File: config.mk
export PLATFORM = sky130hd
export DESIGN_NAME = v3n_sqrt_cell
export DESIGN_NICKNAME = d
export VERILOG_FILES = /design/src/hw/rtl/vector3_normalize_core_assert.svh /design/src/hw/rtl/v3n_pkg.sv /design/src/hw/rtl/v3n_sqrt_cell.sv
export SDC_FILE = /design/constraint.sdc
export NUM_CORES = 1
export LEC_CHECK = 0
export BUFFER_PORTS_ARGS = -buffer_cell sky130_fd_sc_hd__buf_2
export CAP_MARGIN = 25
export CORE_AREA = 2 2 152 154
export CTS_BUF_LIST = sky130_fd_sc_hd__clkbuf_8
export DETAILED_ROUTE_END_ITERATION = 12
export DIE_AREA = 0 0 154 156
export PLACE_DENSITY = 0.71
export SLEW_MARGIN = 20
export SYNTH_ARGS = -nofsm -noshare
export SYNTH_HDL_FRONTEND = slang
export SYNTH_SLANG_ARGS = --single-unit
File: constraint.sdc
create_clock -name clk -period 0.8 [get_ports clk]
set_input_delay 0.08 -clock clk [delete_from_list [all_inputs] [get_ports clk]]
set_output_delay 0.08 -clock clk [all_outputs]
set_load 0.1 [all_outputs]
File: src/hw/rtl/vector3_normalize_core_assert.svh
// Assertion macros shared by the normalize core.
`ifndef VECTOR3_NORMALIZE_CORE_ASSERT_SVH
`define VECTOR3_NORMALIZE_CORE_ASSERT_SVH

// Same-cycle implication, sampled on clk, quiet during reset.
`define V3N_ASSERT_IMP(lbl, ante, cons) \
	lbl: assert property (@(posedge clk) disable iff (!arst_n) (ante) |-> (cons)) \
		else $error("v3n: same-cycle check failed");

// Next-cycle implication, sampled on clk, quiet during reset.
`define V3N_ASSERT_NEXT(lbl, ante, cons) \
	lbl: assert property (@(posedge clk) disable iff (!arst_n) (ante) |=> (cons)) \
		else $error("v3n: next-cycle check failed");

`endif

File: src/hw/rtl/v3n_pkg.sv
// Types and constants for the vector normalize core.
package v3n_pkg;

	localparam int unsigned COMP_BITS = 32;
	localparam int unsigned ROOT_BITS = 32;
	localparam int unsigned SUM_BITS  = 64;
	localparam int unsigned MINL_BITS = 17;

	typedef struct packed {
		logic signed [COMP_BITS-1:0] vec_x;
		logic signed [COMP_BITS-1:0] vec_y;
		logic signed [COMP_BITS-1:0] vec_z;
	} vec_word_t;

	typedef struct packed {
		logic signed [COMP_BITS-1:0] unit_x;
		logic signed [COMP_BITS-1:0] unit_y;
		logic signed [COMP_BITS-1:0] unit_z;
		logic                        degenerate;
	} unit_word_t;

	typedef struct packed {
		logic [COMP_BITS-1:0] mag_x;
		logic [COMP_BITS-1:0] mag_y;
		logic [COMP_BITS-1:0] mag_z;
		logic [2:0]           neg;
	} mag_t;

	// Square root cell state: running remainder and partial root.
	typedef struct packed {
		logic [SUM_BITS-1:0]  rem;
		logic [ROOT_BITS-1:0] root;
		mag_t                 mag;
	} sq_t;

	// Divider cell state: three partial remainders and quotients.
	typedef struct packed {
		logic [ROOT_BITS-1:0] r_x;
		logic [ROOT_BITS-1:0] r_y;
		logic [ROOT_BITS-1:0] r_z;
		logic [COMP_BITS-1:0] q_x;
		logic [COMP_BITS-1:0] q_y;
		logic [COMP_BITS-1:0] q_z;
		logic [2:0]           feed;
		logic [2:0]           neg;
		logic                 deg;
		logic [ROOT_BITS-1:0] len;
	} div_t;

endpackage

File: src/hw/rtl/v3n_sqrt_cell.sv
// One bit of the integer square root: tries bit STEP of the root.
module v3n_sqrt_cell
	import v3n_pkg::*;
#(
	parameter int unsigned STEP = 0
) (
	input  logic clk,
	input  logic arst_n,
	input  logic en,
	input  logic prev_valid,
	input  sq_t  prev_data,
	output logic valid,
	output sq_t  data
);

	localparam int unsigned TW = SUM_BITS + 2;

	logic [TW-1:0] trial;
	logic          take;
	sq_t           next;
	logic          valid_q;
	sq_t           data_q;

	// trial = (2*root + 2^STEP) * 2^STEP, root holds only bits above STEP
	always_comb begin
		trial = (TW'(prev_data.root) << (STEP + 1)) | (TW'(1) << (2 * STEP));
		take  = {2'b00, prev_data.rem} >= trial;
		next  = prev_data;
		if (take) begin
			next.rem  = prev_data.rem - trial[SUM_BITS-1:0];
			next.root = prev_data.root | (ROOT_BITS'(1) << STEP);
		end
	end

	always_ff @(posedge clk or negedge arst_n) begin
		if (!arst_n) begin
			valid_q <= 1'b0;
		end else if (en) begin
			valid_q <= prev_valid;
		end
	end

	always_ff @(posedge clk) begin
		if (en) begin
			data_q <= next;
		end
	end

	assign valid = valid_q;
	assign data  = data_q;

endmodule

==> results by group, run 1 <==
Yosys
  – Net Count, Synth: 948
  – Synthesized flop and latch total: 196
  – Post-Syn Area: 9220 um^2
  – Syn Inst Count: 715
  – Yosys cell types: 54
  – Syn. warnings: 0
  – Asr flop ratio synth: 0.510%
  – Area leader, netlist: edfxtp_1
  – Synth Area per Inst: 12.9 um^2
  – Top-count cell post-synth: edfxtp_1
  – Most used DFF post-synth: edfxtp_1
  – Post-synth top cells: edfxtp_1, a21oi_1, nor2_1, nand2_1, xor2_1
  – Count of flip-flops with a built-in enable after synthesis: 195
  – Top cell type's share of synthesized area: 63.5%
  – Ranking of synthesized cells by area: edfxtp_1, ha_1, xor2_1
  – Seq/Total Area, Yosys: 63.8%

Pwr
  – Leak: 8.17 nW
  – Peak supply drop: 1.39 mV
  – Pwr Total: 0.0371 W
  – Pwr dens: 1940 nW/um^2

Global route
  – All-Layer GR Usage: 33.4%
  – Vias in the first global route: 10200
  – GRT Residual Overflow: 0
  – Global-route wire length before repair: 60500 um
  – Largest net degree at the start of global routing: 40
  – Initial antenna violation count: 14

Timing
  – Fmax achieved: 0.434 GHz
  – Least-Margin Pin Slew: 0.560 ns
  – RSZ-0062 raised after global routing: yes
  – Setup-failing EPs final: 262
  – Relative max-transition margin: 62.7%
  – Min Hold Slack: -0.00231 ns
  – Final hold viol count: 1
  – Clock Skews: 0 ns
  – Slew Limit Fails: 0
  – Tcrit/Tclk final: 288%
  – Setup ws final: -1.51 ns
  – Tmin final: 2.31 ns

Cells and area
  – Nets: 1738
  – Area grow syn2layout: 107%
  – Area of the multi-input gates: 3710 um^2
  – Fraction of layout instances using a drive strength above 1: 50.9%
  – Filler cells: 1005
  – Design area: 19100 um^2
  – Reg area: 5880 um^2

Setup path
  – Slowest stage cell, crit path: or4_4
  – Cell family with most CP delay: simple AND/OR/NAND/NOR gates
  – CP max FO: 10
  – Worst path cell trace: buf_6 -> or4_4 -> nand2b_4 -> or4_4 -> nor4b_4 -> nand4_4 -> buf_12 -> buf_4 -> buf_6 -> nor2_1 -> a21oi_1
  – Worst Setup End Kind: register
  – Reg2reg setup slack: -0.06 ns
  – Bufs and invs on worst path: 4
  – Slowest Stage Delay on Critical Path: 0.54 ns
  – WP data required: 1.03 ns
  – CP startpoint kind: primary input
  – Setup CP Type: in2reg
  – Worst endpoint data arrival time: 2.54 ns

Die
  – Die ar.: 24000 um^2
  – Row count: 55
  – Core Region: 22400 um^2
  – Chip Height: 156 um
  – Starting Density: 41.2%
  – IO Pins: 395
  – Die boundary width: 154 um

Clocking
  – Num CTS Buffers: 17
  – CTS sink count: 196
  – Root buffer cell: clkbuf_8
  – Clock tree buffer depth: 2
  – Worst skew pair latency: 0.49 ns
  – CTS tree: yes
  – Number of H-tree levels: 4
  – Worst-path clk slew: 0.12 ns

Routing
  – ANT nets after route: 0
  – DRT iter0 DRCs: 906
  – Vias: 9849
  – Via/cell ratio: 5.40
  – Drt first pass iters: 6
  – Routed len/inst: 23.4 um
  – Routed wire length: 42600 um
  – # DRC: 0

Status
  – Outcome: complete, but fails checks
  – Violated checks: negative hold slack, negative setup slack

Hold path
  – Hold crit path type: in2reg

Place
  – HPWL after detailed placement: 26800 um
  – Port Buffers: 394
  – Final weighted congestion in routability-driven placement: 0.897
  – Post-DP Area: 16200 um^2

Flow run
  – Max-cap violation count: 0
==> per-stage QoR <==
| stage | cells | setup WS (ns) | setup TNS [ns] | utilization (%) |
|---|---|---|---|---|
| 5_1_grt | 1822 | -1.57 | -180.81 | 85.4 |
| 3_3_place_gp | 1591 | -2.04 | -138.30 | 72.3 |
| 3_5_place_dp | 1591 | -2.07 | -142.68 | 72.3 |
| 6_report | 1823 | -1.51 | -170.73 | 85.4 |
| 4_1_cts | 1797 | -1.48 | -172.69 | 83.0 |
| 2_1_floorplan | 715 | -1.74 | -143.35 | - |
==> power breakdown <==
| part | internal, W | leakage (nW) | switching, W |
|---|---|---|---|
| registers | 0.0125 | 1.92 | 0.000888 |
| logic | 0.00645 | 6.05 | 0.0103 |
| clock network | 0.00244 | 0.206 | 0.00454 |
==> flip-flops by register name (all words and copies together) (netlist names) <==
register  count
data        195
valid         1
==> what timing repair did <==
action                                  4_1_cts  5_1_grt
hold buffers                                163        1
endpoints found under the setup margin      262      262
pin swaps                                    13       27
endpoints found under the hold margin       165        2
setup buffers                                 6        5
cloned                                        5        0
resized for setup                            39       84
==> area by class of cell <==
cell class | instances | share of cell area [%]
Timing Repair Buffer | 791 | 44.8
Clock inverter | 15 | 0.937
Antenna cell | 20 | 0.262
Clock buffer | 17 | 1.23
Tap cell | 285 | 1.87
Inverter | 35 | 0.688
Multi-Input combinational cell | 464 | 19.4
Sequential cell | 196 | 30.8
==> worst paths after layout <==
path	from	endpoint	cells after the start
setup / recovery	prev_data[183]	data[158]$_DFFE_PP_	11
hold / removal	prev_data[138]	data[138]$_DFFE_PP_	3
setup reg to reg	valid$_DFFE_PN0P_	valid$_DFFE_PN0P_	1
hold reg to reg	valid$_DFFE_PN0P_	valid$_DFFE_PN0P_	1
max in group asynchronous	arst_n	valid$_DFFE_PN0P_	3
min in group asynchronous	arst_n	valid$_DFFE_PN0P_	3
==> layout by cell type, fill, tap and decap left out, types with 5 or more instances in the layout <==
cell type	n
nor2_4	6
xor2_1	43
clkbuf_8	18
inv_1	34
nor4_4	5
edfxtp_1	195
buf_4	212
nor2_2	11
buf_2	195
o21ai_0	19
nor4_1	5
nor2_1	46
xnor2_1	18
dlygate4sd3_1	164
buf_6	10
a21oi_1	49
diode_2	20
buf_12	205
nor4_2	6
a21o_1	12
ha_1	23
o211ai_1	6
nand4_1	14
nand2_1	53
mux2_4	10
nand3_1	5
a21oi_2	16
nor3_1	14
or3_1	5
o21ai_1	6
ha_4	8
==> routing by layer <==
metal  up-vias  routed length [um]  GRT usage [%]  share of wire (%)
met1      4744               14600           36.2                 34
met4         0                2170           13.6                5.1
met2       639               22400           62.5                 53
met3       167                3470           8.00                8.1
li1       4299                   -              -                  -
met5         -                   0              0                  0
==> logic make-up after synthesis <==
family / synth area share, %
simple gates: 11.5
xor+xnor: 5.79
flops: 63.8
buf+inv: 2.84
mux: 1.75
fa+ha+maj: 4.69
compound gates: 9.64
No activity file was read; power rests on OpenSTA's default activity.
==> run 2, diff against run 1 <==
RECOVER_POWER = 100   (was unset)
==> run 2 against run 1 <==
Compared with the run above: critical path type unchanged; the run still ends with negative hold slack, negative setup slack left; critical path depth is the same; global-route usage is the same; critical endpoint unchanged; highest routed layer unchanged; maximum frequency grew 0.41%; design area shrank 0.87%.
==> results by group, run 2 (synthesis results as in run 1) <==
Timing
  – Setup-failing EPs final: 262 (unchanged)
  – Final hold viol count: 1 (unchanged)
  – Relative max-transition margin: 61.3% (was 62.7%)
  – Least-Margin Pin Slew: 0.581 ns (was 0.560 ns)
  – Clock Skews: 0 ns (unchanged)
  – RSZ-0062 raised after global routing: yes (unchanged)
  – Fmax achieved: 0.436 GHz (was 0.434 GHz)
  – Setup ws final: -1.50 ns (was -1.51 ns)
  – Slew Limit Fails: 0 (unchanged)
  – Min Hold Slack: -0.00467 ns (was -0.00231 ns)
  – Tmin final: 2.30 ns (was 2.31 ns)
  – Tcrit/Tclk final: 287% (was 288%)

Global route
  – Global-route wire length before repair: 60500 um (unchanged)
  – Initial antenna violation count: 14 (unchanged)
  – GRT Residual Overflow: 0 (unchanged)
  – Largest net degree at the start of global routing: 40 (unchanged)
  – All-Layer GR Usage: 33.4% (unchanged)
  – Vias in the first global route: 10200 (unchanged)

Place
  – Final weighted congestion in routability-driven placement: 0.897 (unchanged)
  – Port Buffers: 394 (unchanged)
  – HPWL after detailed placement: 26800 um (unchanged)
  – Post-DP Area: 16200 um^2 (unchanged)
  – Pre-CTS worst setup slack: -2.07 ns (unchanged)

Cells and area
  – Design area: 18900 um^2 (was 19100 um^2)
  – Largest register FFs: 195 (unchanged)
  – Fraction of layout instances using a drive strength above 1: 48.6% (was 50.9%)
  – Most frequent cells in the layout: buf_4, buf_12, edfxtp_1, dlygate4sd3_1, buf_2 (was buf_4, buf_12, edfxtp_1, buf_2, dlygate4sd3_1)
  – Area grow syn2layout: 105% (was 107%)
  – Filler cells: 1064 (was 1005)
  – Most common cell after layout, fill and taps aside: buf_4 (unchanged)
  – Final Util: 84.6% (was 85.4%)
  – Nets: 1738 (unchanged)

Clocking
  – Worst skew pair latency: 0.48 ns (was 0.49 ns)
  – Num CTS Buffers: 17 (unchanged)
  – Clock tree buffer depth: 2 (unchanged)
  – CTS sink count: 196 (unchanged)
  – CTS tree: yes (unchanged)
  – Worst-path clk slew: 0.13 ns (was 0.12 ns)
  – Root buffer cell: clkbuf_8 (unchanged)
  – Number of H-tree levels: 4 (unchanged)

Setup path
  – Worst Setup End Kind: register (unchanged)
  – WP data required: 1.03 ns (about the same)
  – Slowest Stage Delay on Critical Path: 0.54 ns (about the same)
  – Worst endpoint data arrival time: 2.53 ns (was 2.54 ns)
  – Worst path cell trace: buf_6 -> or4_4 -> nand2b_4 -> or4_4 -> nor4b_4 -> nand4_4 -> buf_12 -> buf_4 -> buf_6 -> nor2_1 -> a21oi_1 (unchanged)
  – Slowest stage cell, crit path: or4_4 (unchanged)
  – CP startpoint kind: primary input (unchanged)
  – CP max FO: 10 (unchanged)
  – Setup CP Type: in2reg (unchanged)

Pwr
  – Pwr Total: 0.0370 W (was 0.0371 W)
  – Pwr dens: 1950 nW/um^2 (was 1940 nW/um^2)
  – Leak: 8.04 nW (was 8.17 nW)
  – Peak supply drop: 1.37 mV (was 1.39 mV)

Die
  – Chip Height: 156 um (unchanged)
  – IO Pins: 395 (unchanged)
  – Die ar.: 24000 um^2 (unchanged)
  – Starting Density: 41.2% (unchanged)
  – Row count: 55 (unchanged)
  – Die boundary width: 154 um (unchanged)
  – Core Region: 22400 um^2 (unchanged)

Routing
  – Routed len/inst: 23.4 um (about the same)
  – Vias: 9821 (was 9849)
  – # DRC: 0 (unchanged)
  – Drt first pass iters: 9 (was 6)
  – ANT nets after route: 0 (unchanged)
  – DRT iter0 DRCs: 803 (was 906)
  – Via/cell ratio: 5.40 (about the same)
  – Routed wire length: 42500 um (was 42600 um)

Hold path
  – Hold crit path type: in2reg (unchanged)

Status
  – Violated checks: negative hold slack, negative setup slack (unchanged)
  – Outcome: complete, but fails checks (unchanged)

Flow run
  – Max-cap violation count: 0 (unchanged)
## run 2: cell types whose count changed in the layout (fill, tap and decap cells not counted), sizes merged
cell	change
diode	-3
clkbuf	+46
buf	-46
## run 2: per-layer routing
metal / wire, um / track usage [%]
met5: 0 / 0
met4: 1970 / 13.6
met3: 3310 / 8.00
met2: 22500 / 62.5
met1: 14800 / 36.2
## run 2: layout make-up
class                      instances  area (um^2)  share of cell area (%)
clock inverter                    15          179                   0.945
sequential                       196         5880                    31.1
tap                              285          357                    1.88
multi-input combinational        464         3710                    19.6
inverter                          35          131                   0.694
timing repair buffer             791         8400                    44.4
clock buffer                      17          234                    1.24
antenna                           17         42.5                   0.225
## run 2: metrics by stage
step	std cells	TNS (ns)	hold WS [ns]
2_1_floorplan	715	-143.35	-0.216
3_3_place_gp	1591	-138.30	-0.144
3_5_place_dp	1591	-142.68	-0.141
4_1_cts	1797	-172.69	-0.0191
5_1_grt	1819	-180.42	-0.00284
6_report	1820	-170.54	-0.00467
## run 2: power breakdown
part,internal (W),switching (W)
logic,0.00636,0.0103
registers,0.0125,0.000889
clock network,0.00244,0.00454
total,0.0213,0.0157
## run 2: timing repair
item	in CTS	in global routing
setup endpoints to repair	262	262
cloned	5	0
setup buffers	6	5
hold endpoints to repair	165	2
gates resized for setup	39	84
hold buffers	163	1
pin swaps	13	27
## run 2: worst paths after layout
path / from / to / slack, ns / cells past startpoint
hold reg to reg: valid$_DFFE_PN0P_ / valid$_DFFE_PN0P_ / 0.59 / 1
min in group asynchronous: arst_n / valid$_DFFE_PN0P_ / 0.49 / 3
hold / removal: prev_data[135] / data[135]$_DFFE_PP_ / -0.005 / 3
setup / recovery: prev_data[183] / data[158]$_DFFE_PP_ / -1.50 / 11
max in group asynchronous: arst_n / valid$_DFFE_PN0P_ / 0.18 / 3
setup reg to reg: valid$_DFFE_PN0P_ / valid$_DFFE_PN0P_ / -0.06 / 1
## run 2: worst max-delay path: cells and delay by family
family                 cells  cell delay [ns]
AND/OR/NAND/NOR            6             1.79
buffers and inverters      4             0.58
AO/OA/AOI/OAI              1             0.07
