**src/hw/rtl/vector3_normalize_core_assert.svh**
```systemverilog
// Assertion macros shared by the normalize core.
`ifndef VECTOR3_NORMALIZE_CORE_ASSERT_SVH
`define VECTOR3_NORMALIZE_CORE_ASSERT_SVH

// Same-cycle implication, sampled on clk, quiet during reset.
`define V3N_ASSERT_IMP(lbl, ante, cons) \
	lbl: assert property (@(posedge clk) disable iff (!arst_n) (ante) |-> (cons)) \
		else $error("v3n: same-cycle check failed");

// Next-cycle implication, sampled on clk, quiet during reset.
`define V3N_ASSERT_NEXT(lbl, ante, cons) \
	lbl: assert property (@(posedge clk) disable iff (!arst_n) (ante) |=> (cons)) \
		else $error("v3n: next-cycle check failed");

`endif

```
**src/hw/rtl/v3n_pkg.sv**
```systemverilog
// Types and constants for the vector normalize core.
package v3n_pkg;

	localparam int unsigned COMP_BITS = 32;
	localparam int unsigned ROOT_BITS = 32;
	localparam int unsigned SUM_BITS  = 64;
	localparam int unsigned MINL_BITS = 17;

	typedef struct packed {
		logic signed [COMP_BITS-1:0] vec_x;
		logic signed [COMP_BITS-1:0] vec_y;
		logic signed [COMP_BITS-1:0] vec_z;
	} vec_word_t;

	typedef struct packed {
		logic signed [COMP_BITS-1:0] unit_x;
		logic signed [COMP_BITS-1:0] unit_y;
		logic signed [COMP_BITS-1:0] unit_z;
		logic                        degenerate;
	} unit_word_t;

	typedef struct packed {
		logic [COMP_BITS-1:0] mag_x;
		logic [COMP_BITS-1:0] mag_y;
		logic [COMP_BITS-1:0] mag_z;
		logic [2:0]           neg;
	} mag_t;

	// Square root cell state: running remainder and partial root.
	typedef struct packed {
		logic [SUM_BITS-1:0]  rem;
		logic [ROOT_BITS-1:0] root;
		mag_t                 mag;
	} sq_t;

	// Divider cell state: three partial remainders and quotients.
	typedef struct packed {
		logic [ROOT_BITS-1:0] r_x;
		logic [ROOT_BITS-1:0] r_y;
		logic [ROOT_BITS-1:0] r_z;
		logic [COMP_BITS-1:0] q_x;
		logic [COMP_BITS-1:0] q_y;
		logic [COMP_BITS-1:0] q_z;
		logic [2:0]           feed;
		logic [2:0]           neg;
		logic                 deg;
		logic [ROOT_BITS-1:0] len;
	} div_t;

endpackage

```
**src/hw/rtl/v3n_div_cell.sv**
```systemverilog
// One quotient bit of the three restoring dividers.
module v3n_div_cell
	import v3n_pkg::*;
(
	input  logic clk,
	input  logic arst_n,
	input  logic en,
	input  logic prev_valid,
	input  div_t prev_data,
	output logic valid,
	output div_t data
);

	logic [ROOT_BITS:0] w_x, w_y, w_z;
	logic               ge_x, ge_y, ge_z;
	div_t               next;
	logic               valid_q;
	div_t               data_q;

	always_comb begin
		w_x  = {prev_data.r_x, prev_data.feed[2]};
		w_y  = {prev_data.r_y, prev_data.feed[1]};
		w_z  = {prev_data.r_z, prev_data.feed[0]};
		ge_x = w_x >= {1'b0, prev_data.len};
		ge_y = w_y >= {1'b0, prev_data.len};
		ge_z = w_z >= {1'b0, prev_data.len};
		next      = prev_data;
		next.feed = 3'b000;
		next.r_x  = ge_x ? ROOT_BITS'(w_x - {1'b0, prev_data.len}) : w_x[ROOT_BITS-1:0];
		next.r_y  = ge_y ? ROOT_BITS'(w_y - {1'b0, prev_data.len}) : w_y[ROOT_BITS-1:0];
		next.r_z  = ge_z ? ROOT_BITS'(w_z - {1'b0, prev_data.len}) : w_z[ROOT_BITS-1:0];
		next.q_x  = {prev_data.q_x[COMP_BITS-2:0], ge_x};
		next.q_y  = {prev_data.q_y[COMP_BITS-2:0], ge_y};
		next.q_z  = {prev_data.q_z[COMP_BITS-2:0], ge_z};
	end

	always_ff @(posedge clk or negedge arst_n) begin
		if (!arst_n) begin
			valid_q <= 1'b0;
		end else if (en) begin
			valid_q <= prev_valid;
		end
	end

	always_ff @(posedge clk) begin
		if (en) begin
			data_q <= next;
		end
	end

	assign valid = valid_q;
	assign data  = data_q;

endmodule

```
**config.mk**
```make
export PLATFORM = sky130hd
export DESIGN_NAME = v3n_div_cell
export DESIGN_NICKNAME = d
export VERILOG_FILES = /design/src/hw/rtl/vector3_normalize_core_assert.svh /design/src/hw/rtl/v3n_pkg.sv /design/src/hw/rtl/v3n_div_cell.sv
export SDC_FILE = /design/constraint.sdc
export NUM_CORES = 1
export LEC_CHECK = 0
export ABC_AREA = 1
export BUFFER_PORTS_ARGS = -buffer_cell sky130_fd_sc_hd__buf_2
export CAP_MARGIN = 0
export CORE_AREA = 2 2 182 184
export DETAILED_ROUTE_END_ITERATION = 7
export DIE_AREA = 0 0 184 186
export HOLD_SLACK_MARGIN = 0.05
export PLACE_DENSITY = 0.78
export SYNTH_ARGS = -nofsm -noshare
export SYNTH_HDL_FRONTEND = slang
export SYNTH_SLANG_ARGS = --single-unit
```
**constraint.sdc**
```tcl
create_clock -name clk -period 0.86 [get_ports clk]
set_input_delay 0.172 -clock clk [delete_from_list [all_inputs] [get_ports clk]]
set_output_delay 0.172 -clock clk [all_outputs]
set_load 0.02 [all_outputs]
```
==> results of run 1 <==
[metrics by stage]
step	cells	util, %	hold WS, ps	TNS, ps	setup slack, ps
after floorplan	2177	-	-124	-90290	-923
after global placement	3414	69.8	-45.9	-160090	-1580
after detailed placement	3414	69.8	-44.9	-164060	-1580
after CTS	3757	88.1	57.3	-168370	-797
[metal layers]
metal | overflow | track usage (%)
met1 | 10 | 84.2
met2 | 538 | 106
met3 | 28 | 77.3
met4 | 267 | 101
met5 | 7 | 60.6
[logic make-up after synthesis]
family | after synthesis | synth area share, %
xor gates and xnor gates | 42 | 2.28
DFF | 229 | 42.5
other | 1 | 0.0232
buffers and inverters | 445 | 11.0
muxes | 1 | 0.0696
adders and majority gates | 99 | 7.80
AOI/OAI and AO/OA | 69 | 2.23
and+or+nand+nor | 1289 | 34.1
[repair_timing]
| item | in CTS |
|---|---|
| endpoints found under the setup margin | 328 |
| pin swaps | 133 |
| hold buffers | 203 |
| setup buffers | 83 |
| cloned | 9 |
| endpoints found under the hold margin | 205 |
| gates resized for setup | 413 |
==> qor.yml, run 1 <==
global_route:
  grt.overflow.total: 850
  track_usage_pct: 90.4
  grt_max_degree: 19
place:
  portBuffers: 460
  place_area_mm2: 0.0225
  gp_congestion: 0.984
  hpwl_um: 53000
synthesis:
  yosysMostFrequentCell: "nand2_1"
  synthDominantCellAreaShare_pct: 42.3
  ys_seq_area_share_pct: 42.5
  synth.avg_cell_area_um2: 7.43
  syn-cell-area_mm2: 0.0162
  synth.top_cells.by_area: "edfxtp_1 42%, nand2_1 21%, inv_1 9.5%, ha_1 7.4%, nand3_1 5.3%"
  synth.top_cells.by_count: "891 x nand2_1, 410 x inv_1, 228 x edfxtp_1"
  synth_largest_area_cell: "edfxtp_1"
  ys_async_sr_fraction_pct: 0.437
  ys_dominant_reg_cell: "edfxtp_1"
  ys_ff_latch: 229
  synthCells: 2175
  synth.yosys.warnings: 0
  synth-edff-count: 228
  synth.distinct_cells: 35
run_status:
  haltStage: "global routing"
  outcome: "aborted with a tool error"
  tool.error: "[ERROR GRT-0232] Routing congestion too high. Check the congestion heatmap in the GUI."
clock_network:
  cts_buffer_depth: 3
  cts-root-buf: "clkbuf_16"
  htreeDepth: 1
  clock-sinks: 229
  cts_buffers: 26
timing:
  postGrtWorstEndpoint: "data[187]$_DFFE_PP_/D"
  endpoint_type: "register data pin"
floorplan:
  ioPinCount: 467
  dieWidth_um: 184
  die_height_um: 186
  rows: 66
  start_util_pct: 50.2
==> run 2, diff against run 1 <==
--- a/config.mk
+++ b/config.mk
@@ -8,11 +8,10 @@
 export ABC_AREA = 1
 export BUFFER_PORTS_ARGS = -buffer_cell sky130_fd_sc_hd__buf_2
 export CAP_MARGIN = 0
-export CORE_AREA = 2 2 182 184
+export CORE_MARGIN = 2
+export CORE_UTILIZATION = 40
 export DETAILED_ROUTE_END_ITERATION = 7
-export DIE_AREA = 0 0 184 186
-export HOLD_SLACK_MARGIN = 0.05
-export PLACE_DENSITY = 0.78
+export PLACE_DENSITY_LB_ADDON = 0.15
 export SYNTH_ARGS = -nofsm -noshare
 export SYNTH_HDL_FRONTEND = slang
 export SYNTH_SLANG_ARGS = --single-unit
==> qor.yml, run 2 <==
clock_network:
  cts_buffer_depth: 3  # unchanged
  clk_pin_slew_ps: 60
  cts-root-buf: "clkbuf_16"  # unchanged
  clock_latency_ps: 570
  cts_tree: "yes"
  cts_buffers: 26  # unchanged
  htreeDepth: 1  # unchanged
  clock-sinks: 229  # unchanged
floorplan:
  die_height_um: 205  # was 186 µm
  rows: 73  # was 66
  die_area_mm2: 0.0420
  ioPinCount: 467  # unchanged
  dieWidth_um: 205  # was 184 µm
  start_util_pct: 40.6  # was 50.2%
  core_mm2: 0.0398
worst_hold_path:
  min_from: "prev_data[189]"
  hp-class: "in2reg"
  hold_depth: 4
  hold_path_end: "data[190]"
synthesis:
  yosysMostFrequentCell: "nand2_1"  # unchanged
  synth-edff-count: 228  # unchanged
  synth.yosys.warnings: 0  # unchanged
  synthCells: 2175  # unchanged
  syn-cell-area_mm2: 0.0162  # unchanged
  synth.distinct_cells: 35  # unchanged
  synth.top_cells.by_area: "edfxtp_1 42%, nand2_1 21%, inv_1 9.5%, ha_1 7.4%, nand3_1 5.3%"  # unchanged
  synth.top_cells.by_count: "891 x nand2_1, 410 x inv_1, 228 x edfxtp_1"  # unchanged
  synth_largest_area_cell: "edfxtp_1"  # unchanged
  ys_ff_latch: 229  # unchanged
  ys_dominant_reg_cell: "edfxtp_1"  # unchanged
  ys_async_sr_fraction_pct: 0.437  # unchanged
  synth.avg_cell_area_um2: 7.43  # unchanged
  ys_seq_area_share_pct: 42.5  # unchanged
  synthDominantCellAreaShare_pct: 42.3  # unchanged
critical_path:
  ff2ff_path_depth: 1
  worst_path_max_delay_cell: "ha_4"
  r2r_slack_ps: 100
  arrival_ps: 2100
  crit_required_ps: 1180
  cp-start-kind: "input pin"
  crit_chain: "buf_4 > clkinvlp_4 > ha_4 > nand2_1 > nor2_2 > nand2_1 > nor2_4 > nand4_1 > nand2_2 > nor2_4 > nand2_8 > clkbuf_16 > nand3_2 > nand2_1"
  worstReg2RegEnd: "valid"
  cpLargestDelayFamily: "simple AND/OR/NAND/NOR gates"
  end_kind: "flop"
  worst-path-buf-inv: 3
  crit_top_cell: "nand2_1"
  critical_path.max_stage_delay_ps: 340
  path_class: "in2reg"
  crit_fanout: 6
  r2r-start: "valid"
power:
  power.leakage_nw: 14.8
  p_per_area_mw_per_mm2: 1520
  ir_drop_mv: 1.47
timing:
  period_needed_ps: 1780
  fin_crit_sh_pct: 207
  fmax_ghz: 0.561
  whs_ps: 40.7
  fin_worst_skew_ps: 0
  rsz0062_at_grt: "true"
  setup_ws_ps: -923
  slew_violations: 0
  setup_viol: 328
  hold_viol_final: 0
flow_run:
  cap_violations: 0
run_status:
  outcome: "complete, but fails checks"  # was aborted with a tool error
  violations: "negative setup slack"
place:
  gp_congestion: 0.983  # was 0.984
  portBuffers: 460  # unchanged
  hpwl_um: 55300  # was 53000 µm
global_route:
  grt.overflow.total: 0
  grt_pass1_wl_um: 102000
  antenna_found_initial: 14
  grt_max_degree: 34
  track_usage_pct: 32.8
  grt_pass1_vias: 17800
finish:
  drive_above_1_share_pct: 41.7
  syn2layout_area_growth_pct: 82.0
  mostFrequentLayoutCell: "nand2_1"
  fin_util_pct: 73.9
  finalNetCount: 3615
  final_cell_mix: "732 x nand2_1, 372 x inv_1, 364 x buf_4"
  largest_reg_flops: 228
drt:
  detail-route-antenna-nets: 0
  drt_wl_total_um: 80800
  drtIter0Drc: 1351
  dr.pass1.iters: 5
  vias_per_cell: 5.00
  wl_per_cell_um: 21.0
  vias: 19200
  route.detailed.drc: 0
-- run 2: cell counts after synthesis --
No cell type changed its count.
-- run 2: worst max-delay path by stage --
stage,startpoint,end,depth (start not counted)
after detailed placement,prev_data[22],data[197],15
final,prev_data[13],data[183],14
after floorplan,prev_data[27],data[221],13
after global routing,prev_data[16],data[164],13
after global placement,prev_data[22],data[197],15
after CTS,prev_data[22],data[221],13
-- run 2: worst min-delay path: cells and delay by family --
kind,cells,cell delay (ps)
and+or+nand+nor,2,150
buffers and inverters,2,180
-- run 2: area by class of cell --
cell class | count | area [µm²]
Inverter | 413 | 1610
Timing Repair Buffer | 1102 | 9640
Tap cell | 525 | 657
Multi-Input combinational cell | 1509 | 9700
Clock inverter | 20 | 259
Fill cell | 2897 | 10400
Antenna cell | 16 | 40.0
Clock buffer | 28 | 658
Sequential cell | 229 | 6870
-- run 2: stage by stage --
step | instance area, µm² | power, W | instances | TNS [ps] | worst slack [ps]
finish | 29400 | 0.0447 | 3842 | -188920 | -923
global route | 29400 | 0.0464 | 3841 | -200230 | -967
CTS | 25800 | 0.0408 | 3773 | -185610 | -865
detailed placement | 22500 | 0.0277 | 3511 | -161820 | -1560
global placement | 22500 | 0.0276 | 3511 | -159280 | -1540
floorplan | 16600 | 0.0213 | 2177 | -90290 | -923
-- run 2: repair_timing --
item / 4_1_cts / 5_1_grt
pin swaps: 3 / 121
gates cloned: 0 / 22
hold buffers: 213 / 0
endpoints found under the hold margin: 212 / 0
buffers inserted: 1 / 33
resized for setup: 67 / 785
endpoints found under the setup margin: 328 / 328
-- run 2: logic make-up after synthesis --
kind of cell,Yosys count,synth area share [%]
AOI/OAI and AO/OA,69,2.23
muxes,1,0.0696
xor gates and xnor gates,42,2.28
DFF,229,42.5
adders and majority gates,99,7.80
other,1,0.0232
and+or+nand+nor,1289,34.1
buffers and inverters,445,11.0
-- run 2: metal layers --
layer  GRT usage [%]  vias to the layer above  wire [µm]
met1            38.5                     8906      29900
met5               0                        -          0
li1                -                     9069          -
met4            17.3                        0       5000
met2            57.0                      979      39400
met3            5.85                      261       6540
-- run 2: power by group --
group / switching, W / total (W) / internal (W) / leakage, nW
clock: 0.00548 / 0.0124 / 0.00689 / 0.439
sequential: 0.000747 / 0.0146 / 0.0138 / 2.24
combinational: 0.00964 / 0.0178 / 0.00815 / 12.1
Power figures use the tool's default switching activity.
==> run 3, diff against run 2 <==
==> constraint.sdc (replaced) <==
create_clock -name clk -period 1.5 [get_ports clk]
set_input_delay 0.3 -clock clk [delete_from_list [all_inputs] [get_ports clk]]
set_output_delay 0.3 -clock clk [all_outputs]
set_load 0.02 [all_outputs]
==> qor.yml, run 3 (synthesized netlist as in run 2, its figures left out) <==
run_status:
  outcome: "complete, but fails checks"  # unchanged
  violations: "negative setup slack"  # unchanged
clock_network:
  cts-root-buf: "clkbuf_16"  # unchanged
  clock-sinks: 229  # unchanged
  cts_buffer_depth: 3  # unchanged
  cts_buffers: 27  # was 26
  clk_pin_slew_ps: 60  # about the same
  cts_tree: "yes"  # unchanged
  clock_latency_ps: 550  # was 570 ps
  htreeDepth: 1  # unchanged
timing:
  slew_violations: 0  # unchanged
  setup_ws_ps: -426  # was -923 ps
  fin_crit_sh_pct: 128
  fmax_ghz: 0.519
  rsz0062_at_grt: "true"  # unchanged
  period_needed_ps: 1930
  fin_worst_skew_ps: 0  # unchanged
  setup_viol: 108  # was 328
  whs_ps: 45.3  # was 40.7 ps
  hold_viol_final: 0  # unchanged
finish:
  syn2layout_area_growth_pct: 58.0  # was 82.0%
  final_cell_mix: "855 x nand2_1, 454 x buf_2, 393 x inv_1"  # was 732 x nand2_1, 372 x inv_1, 364 x buf_4
  fillers: 3562  # was 2897
  largest_reg_flops: 228  # unchanged
  final_cells: 3707  # was 3842
  drive_above_1_share_pct: 34.6  # was 41.7%
  mostFrequentLayoutCell: "nand2_1"  # unchanged
  finalNetCount: 3486  # was 3615
  fin_area_mm2: 0.0255  # was 0.0294 mm²
critical_path:
  crit_path_end: "data[152]"  # was data[183]
  crit_start: "prev_data[24]"  # was prev_data[13]
  ff2ff_path_depth: 1  # unchanged
  crit_required_ps: 1830  # was 1180 ps
  crit_chain: "buf_4 > clkinvlp_4 > buf_6 > ha_4 > nand2_1 > nor2_1 > nand2_1 > nor2_1 > nand3_2 > nand3_2 > nor2_4 > buf_12 > nand3_1 > nand2_1"  # was buf_4 > clkinvlp_4 > ha_4 > nand2_1 > nor2_2 > nand2_1 > nor2_4 > nand4_1 > nand2_2 > nor2_4 > nand2_8 > clkbuf_16 > nand3_2 > nand2_1
  arrival_ps: 2260  # was 2100 ps
  crit_top_cell: "nand2_1"  # unchanged
  critical_path.max_stage_delay_ps: 300  # was 340 ps
  worstReg2RegEnd: "valid"  # unchanged
  path_class: "in2reg"  # unchanged
  r2r-start: "valid"  # unchanged
  worst_path_max_delay_cell: "ha_4"  # unchanged
  crit_fanout: 32  # was 6
  cp-start-kind: "input pin"  # unchanged
  end_kind: "flop"  # unchanged
  r2r_slack_ps: 740  # was 100 ps
power:
  p_per_area_mw_per_mm2: 905  # was 1520 mW/mm²
  ir_drop_mv: 0.761  # was 1.47 mV
  finalPower_w: 0.0231  # was 0.0447 W
  power.leakage_nw: 13.5  # was 14.8 nW
flow_run:
  cap_violations: 0  # unchanged
drt:
  drt_wl_total_um: 68100  # was 80800 µm
  route.detailed.drc: 0  # unchanged
  dr.pass1.iters: 6  # was 5
  vias: 17600  # was 19200
  drtIter0Drc: 1321  # was 1351
  detail-route-antenna-nets: 0  # unchanged
  wl_per_cell_um: 18.4  # was 21.0 µm
  vias_per_cell: 4.74  # was 5.00
global_route:
  grt.overflow.total: 0  # unchanged
  track_usage_pct: 31.1  # was 32.8%
  grt_pass1_wl_um: 97700  # was 102000 µm
  antenna_found_initial: 9  # was 14
  grt_pass1_vias: 16900  # was 17800
  grt_max_degree: 34  # unchanged
floorplan:
  die_height_um: 205  # unchanged
  dieWidth_um: 205  # unchanged
  start_util_pct: 40.6  # unchanged
  ioPinCount: 467  # unchanged
  die_area_mm2: 0.0420  # unchanged
  core_mm2: 0.0398  # unchanged
  rows: 73  # unchanged
place:
  portBuffers: 460  # unchanged
  place_ws_ps: -1080  # was -1560 ps
  gp_congestion: 0.996  # was 0.983
  place_area_mm2: 0.0224  # was 0.0225 mm²
  hpwl_um: 54100  # was 55300 µm
  dp_cells: 3498  # was 3511
worst_hold_path:
  hp-class: "in2reg"  # unchanged
[run 3: cell types whose count changed in the layout (fill, tap and decap cells not counted), sizes merged]
| cell | before | now |
|---|---|---|
| clkinvlp | 17 | 13 |
| clkinv | 8 | 9 |
| diode | 16 | 10 |
| clkbuf | 40 | 34 |
| bufinv | 4 | 3 |
| dlygate4sd3 | 213 | 128 |
| buf | 877 | 846 |
| nand2 | 915 | 912 |
[run 3: power breakdown]
part           switching, W  internal [W]  total (W)
Sequential         0.000248       0.00792    0.00817
Combinational       0.00483       0.00345    0.00828
Clock               0.00280       0.00387    0.00667
Total               0.00788        0.0152     0.0231
[run 3: repair_timing]
action	4_1_cts	5_1_grt
buffers inserted	1	17
hold buffers	128	0
gates cloned	0	4
hold endpoints to repair	129	0
resized for setup	13	127
endpoints found under the setup margin	113	112
pin swaps	0	27
[run 3: per-layer routing]
| layer | global-route usage, % | wire length (µm) | vias to the layer above |
|---|---|---|---|
| met4 | 11.3 | 2480 | 0 |
| met1 | 38.5 | 27800 | 8033 |
| met5 | 0 | 0 | - |
| met2 | 55.0 | 33300 | 646 |
| met3 | 4.28 | 4490 | 118 |
| li1 | - | - | 8775 |
[run 3: area by class of cell]
type                       count  area (µm²)  share of cell area (%)
antenna                       10        25.0                  0.0980
clock buffer                  33         698                    2.73
tap                          525         657                    2.57
sequential                   229        6870                    26.9
clock inverter                16         194                   0.759
timing repair buffer         975        7010                    27.5
multi-input combinational   1506        8490                    33.2
inverter                     413        1590                    6.23
[run 3: worst min path at each step]
stage	from	to	slack, ps	cells after the start
floorplan	arst_n	valid	4	0
global placement	arst_n	valid	80	1
detailed placement	arst_n	valid	80	1
CTS	prev_data[13]	data[13]	8	2
global route	prev_data[20]	data[20]	40	2
finish	prev_data[20]	data[20]	50	2
[run 3: critical path, delay by kind of cell]
family,cells,cell delay (ps)
simple gates,9,960
fa+ha+maj,1,300
buf+inv,4,670
[run 3: per-stage QoR]
step / TNS, ps / utilization [%]
after floorplan: -39600 / -
after global placement: -100300 / 56.1
after global routing: -43220 / 64.1
after CTS: -35290 / 61.8
after detailed placement: -102150 / 56.1
final: -34520 / 64.1
==> run 4, diff against run 3 <==
==> constraint.sdc (replaced) <==
create_clock -name clk -period 1.5 [get_ports clk]
set_input_delay 0.075 -clock clk [delete_from_list [all_inputs] [get_ports clk]]
set_output_delay 0.075 -clock clk [all_outputs]
set_load 0.02 [all_outputs]
==> qor.yml, run 4 (synthesized netlist as in run 2, its figures left out) <==
floorplan:
  dieWidth_um: 205  # unchanged
  die_area_mm2: 0.0420  # unchanged
  die_height_um: 205  # unchanged
  core_mm2: 0.0398  # unchanged
  start_util_pct: 40.6  # unchanged
  ioPinCount: 467  # unchanged
  rows: 73  # unchanged
finish:
  mostFrequentLayoutCell: "nand2_1"  # unchanged
  drive_above_1_share_pct: 38.4  # was 34.6%
  final_cell_mix: "769 x nand2_1, 450 x buf_2, 378 x inv_1"  # was 855 x nand2_1, 454 x buf_2, 393 x inv_1
  syn2layout_area_growth_pct: 70.5  # was 58.0%
  final_cells: 3828  # was 3707
  finalNetCount: 3611  # was 3486
  largest_reg_flops: 228  # unchanged
clock_network:
  cts_buffers: 26  # was 27
  clk_pin_slew_ps: 60  # about the same
  cts_buffer_depth: 3  # unchanged
  clock-sinks: 229  # unchanged
  clock_latency_ps: 560  # was 550 ps
  cts_tree: "yes"  # unchanged
  cts-root-buf: "clkbuf_16"  # unchanged
  htreeDepth: 1  # unchanged
critical_path:
  r2r-start: "valid"  # unchanged
  ff2ff_path_depth: 1  # unchanged
  arrival_ps: 2160  # was 2260 ps
  r2r_slack_ps: 760  # was 740 ps
  worstReg2RegEnd: "valid"  # unchanged
  crit_required_ps: 1940  # was 1830 ps
  cp-start-kind: "input pin"  # unchanged
  crit_fanout: 8  # was 32
  path_class: "in2reg"  # unchanged
  end_kind: "flop"  # unchanged
place:
  dp_cells: 3492  # was 3498
  hpwl_um: 53500  # was 54100 µm
  gp_congestion: 0.998  # was 0.996
  place_ws_ps: -830  # was -1080 ps
  portBuffers: 460  # unchanged
global_route:
  track_usage_pct: 32.3  # was 31.1%
  grt_max_degree: 42  # was 34
  antenna_found_initial: 9  # unchanged
  grt_pass1_wl_um: 102000  # was 97700 µm
  grt_pass1_vias: 18200  # was 16900
  grt.overflow.total: 0  # unchanged
drt:
  drt_wl_total_um: 71700  # was 68100 µm
  vias_per_cell: 4.84  # was 4.74
  detail-route-antenna-nets: 0  # unchanged
  dr.pass1.iters: 7  # was 6
  route.detailed.drc: 0  # unchanged
  wl_per_cell_um: 18.7  # was 18.4 µm
  drtIter0Drc: 1187  # was 1321
  vias: 18500  # was 17600
timing:
  fin_crit_sh_pct: 114  # was 128%
  hold_viol_final: 0  # unchanged
  fin_worst_skew_ps: 0  # unchanged
  fmax_ghz: 0.582  # was 0.519 GHz
  setup_viol: 98  # was 108
  slew_violations: 0  # unchanged
  rsz0062_at_grt: "true"  # unchanged
  period_needed_ps: 1720  # was 1930 ps
  setup_ws_ps: -217  # was -426 ps
run_status:
  violations: "negative setup slack"  # unchanged
  outcome: "complete, but fails checks"  # unchanged
worst_hold_path:
  hp-class: "in2reg"  # unchanged
  hold_depth: 4  # was 2
  min_from: "prev_data[37]"  # was prev_data[20]
  hold_path_end: "data[167]"  # was data[20]
flow_run:
  cap_violations: 0  # unchanged
power:
  combPwrFrac_pct: 38.2  # was 35.8%
  p_per_area_mw_per_mm2: 861  # was 905 mW/mm²
  p_int_w: 0.0156  # was 0.0152 W
  finalPower_w: 0.0237  # was 0.0231 W
  switching_share_pct: 34.4  # was 34.1%
  pwr-share-clk_pct: 27.4  # was 28.9%
  p_seq_share_pct: 34.4  # was 35.3%
  power.leakage_nw: 14.2  # was 13.5 nW
  p_switching_w: 0.00817  # was 0.00788 W
  ir_drop_mv: 0.838  # was 0.761 mV
[run 4: cell types whose count changed in the layout (fill, tap and decap cells not counted), sizes merged]
cell	before	now
buf	846	870
clkbuf	34	35
clkinvlp	13	21
diode	10	9
dlygate4sd3	128	226
inv	404	396
nand2	912	911
[run 4: cell type report]
type / count / area, µm²
flip-flops and latches: 229 / 6870
inverters: 413 / 1620
fillers: 3197 / 12300
clock inverters: 16 / 204
diodes: 9 / 22.5
well taps: 525 / 657
multi-input cells: 1505 / 9100
repair buffers: 1102 / 8430
clock buffers: 29 / 662
[run 4: how the worst max path moves through the flow]
stage | start | end | slack, ps
2_1_floorplan | prev_data[27] | data[221] | -190
3_3_place_gp | prev_data[30] | data[167] | -780
3_5_place_dp | prev_data[25] | data[159] | -830
4_1_cts | prev_data[18] | data[156] | -100
5_1_grt | prev_data[18] | data[135] | -260
6_report | prev_data[18] | data[135] | -220
[run 4: worst max-delay path, cell delays in order]
cell and delay (ps):
buf_8 80, clkinvlp_4 90, buf_12 140, buf_12 120, ha_4 290, nand2_4 60
nor2_4 120, inv_2 70, nor2_4 120, inv_2 60, nor3_4 240, nand2_8 140
buf_12 170, nand2_8 80, buf_12 150, nand2_2 60, nand2_1 70
[run 4: power groups by stage]
stage / registers (W) / logic [W] / clock network, W
2_1_floorplan: 0.00915 / 0.00306 / 0
3_3_place_gp: 0.00827 / 0.00744 / 0
3_5_place_dp: 0.00826 / 0.00751 / 0
4_1_cts: 0.00814 / 0.00842 / 0.00663
5_1_grt: 0.00821 / 0.00976 / 0.00689
6_report: 0.00816 / 0.00905 / 0.00651
[run 4: per-stage QoR]
step / utilization, % / area, µm² / hold WS (ps) / setup TNS (ps)
final: 69.2 / 27600 / 46.5 / -11550
after global routing: 69.2 / 27600 / 34.8 / -18650
after CTS: 66.3 / 26400 / 14.5 / -4280
after floorplan: - / 16600 / -221 / -17320
after detailed placement: 56.0 / 22300 / -149 / -75960
after global placement: 56.0 / 22300 / -148 / -73350
[run 4: repair_timing]
item                                    4_1_cts  5_1_grt
endpoints found under the setup margin       99       99
pin swaps                                    18       64
cloned                                        3        7
resized for setup                           129      186
hold endpoints to repair                    245        0
hold buffers                                226        0
setup buffers                                23       24
[run 4: layer usage]
layer / vias to the layer above / track usage [%] / routed length [µm]
met2: 728 / 57.0 / 35000
li1: 9031 / - / -
met1: 8560 / 38.6 / 28000
met5: - / 0 / 14
met3: 191 / 4.30 / 4890
met4: 2 / 15.8 / 3770
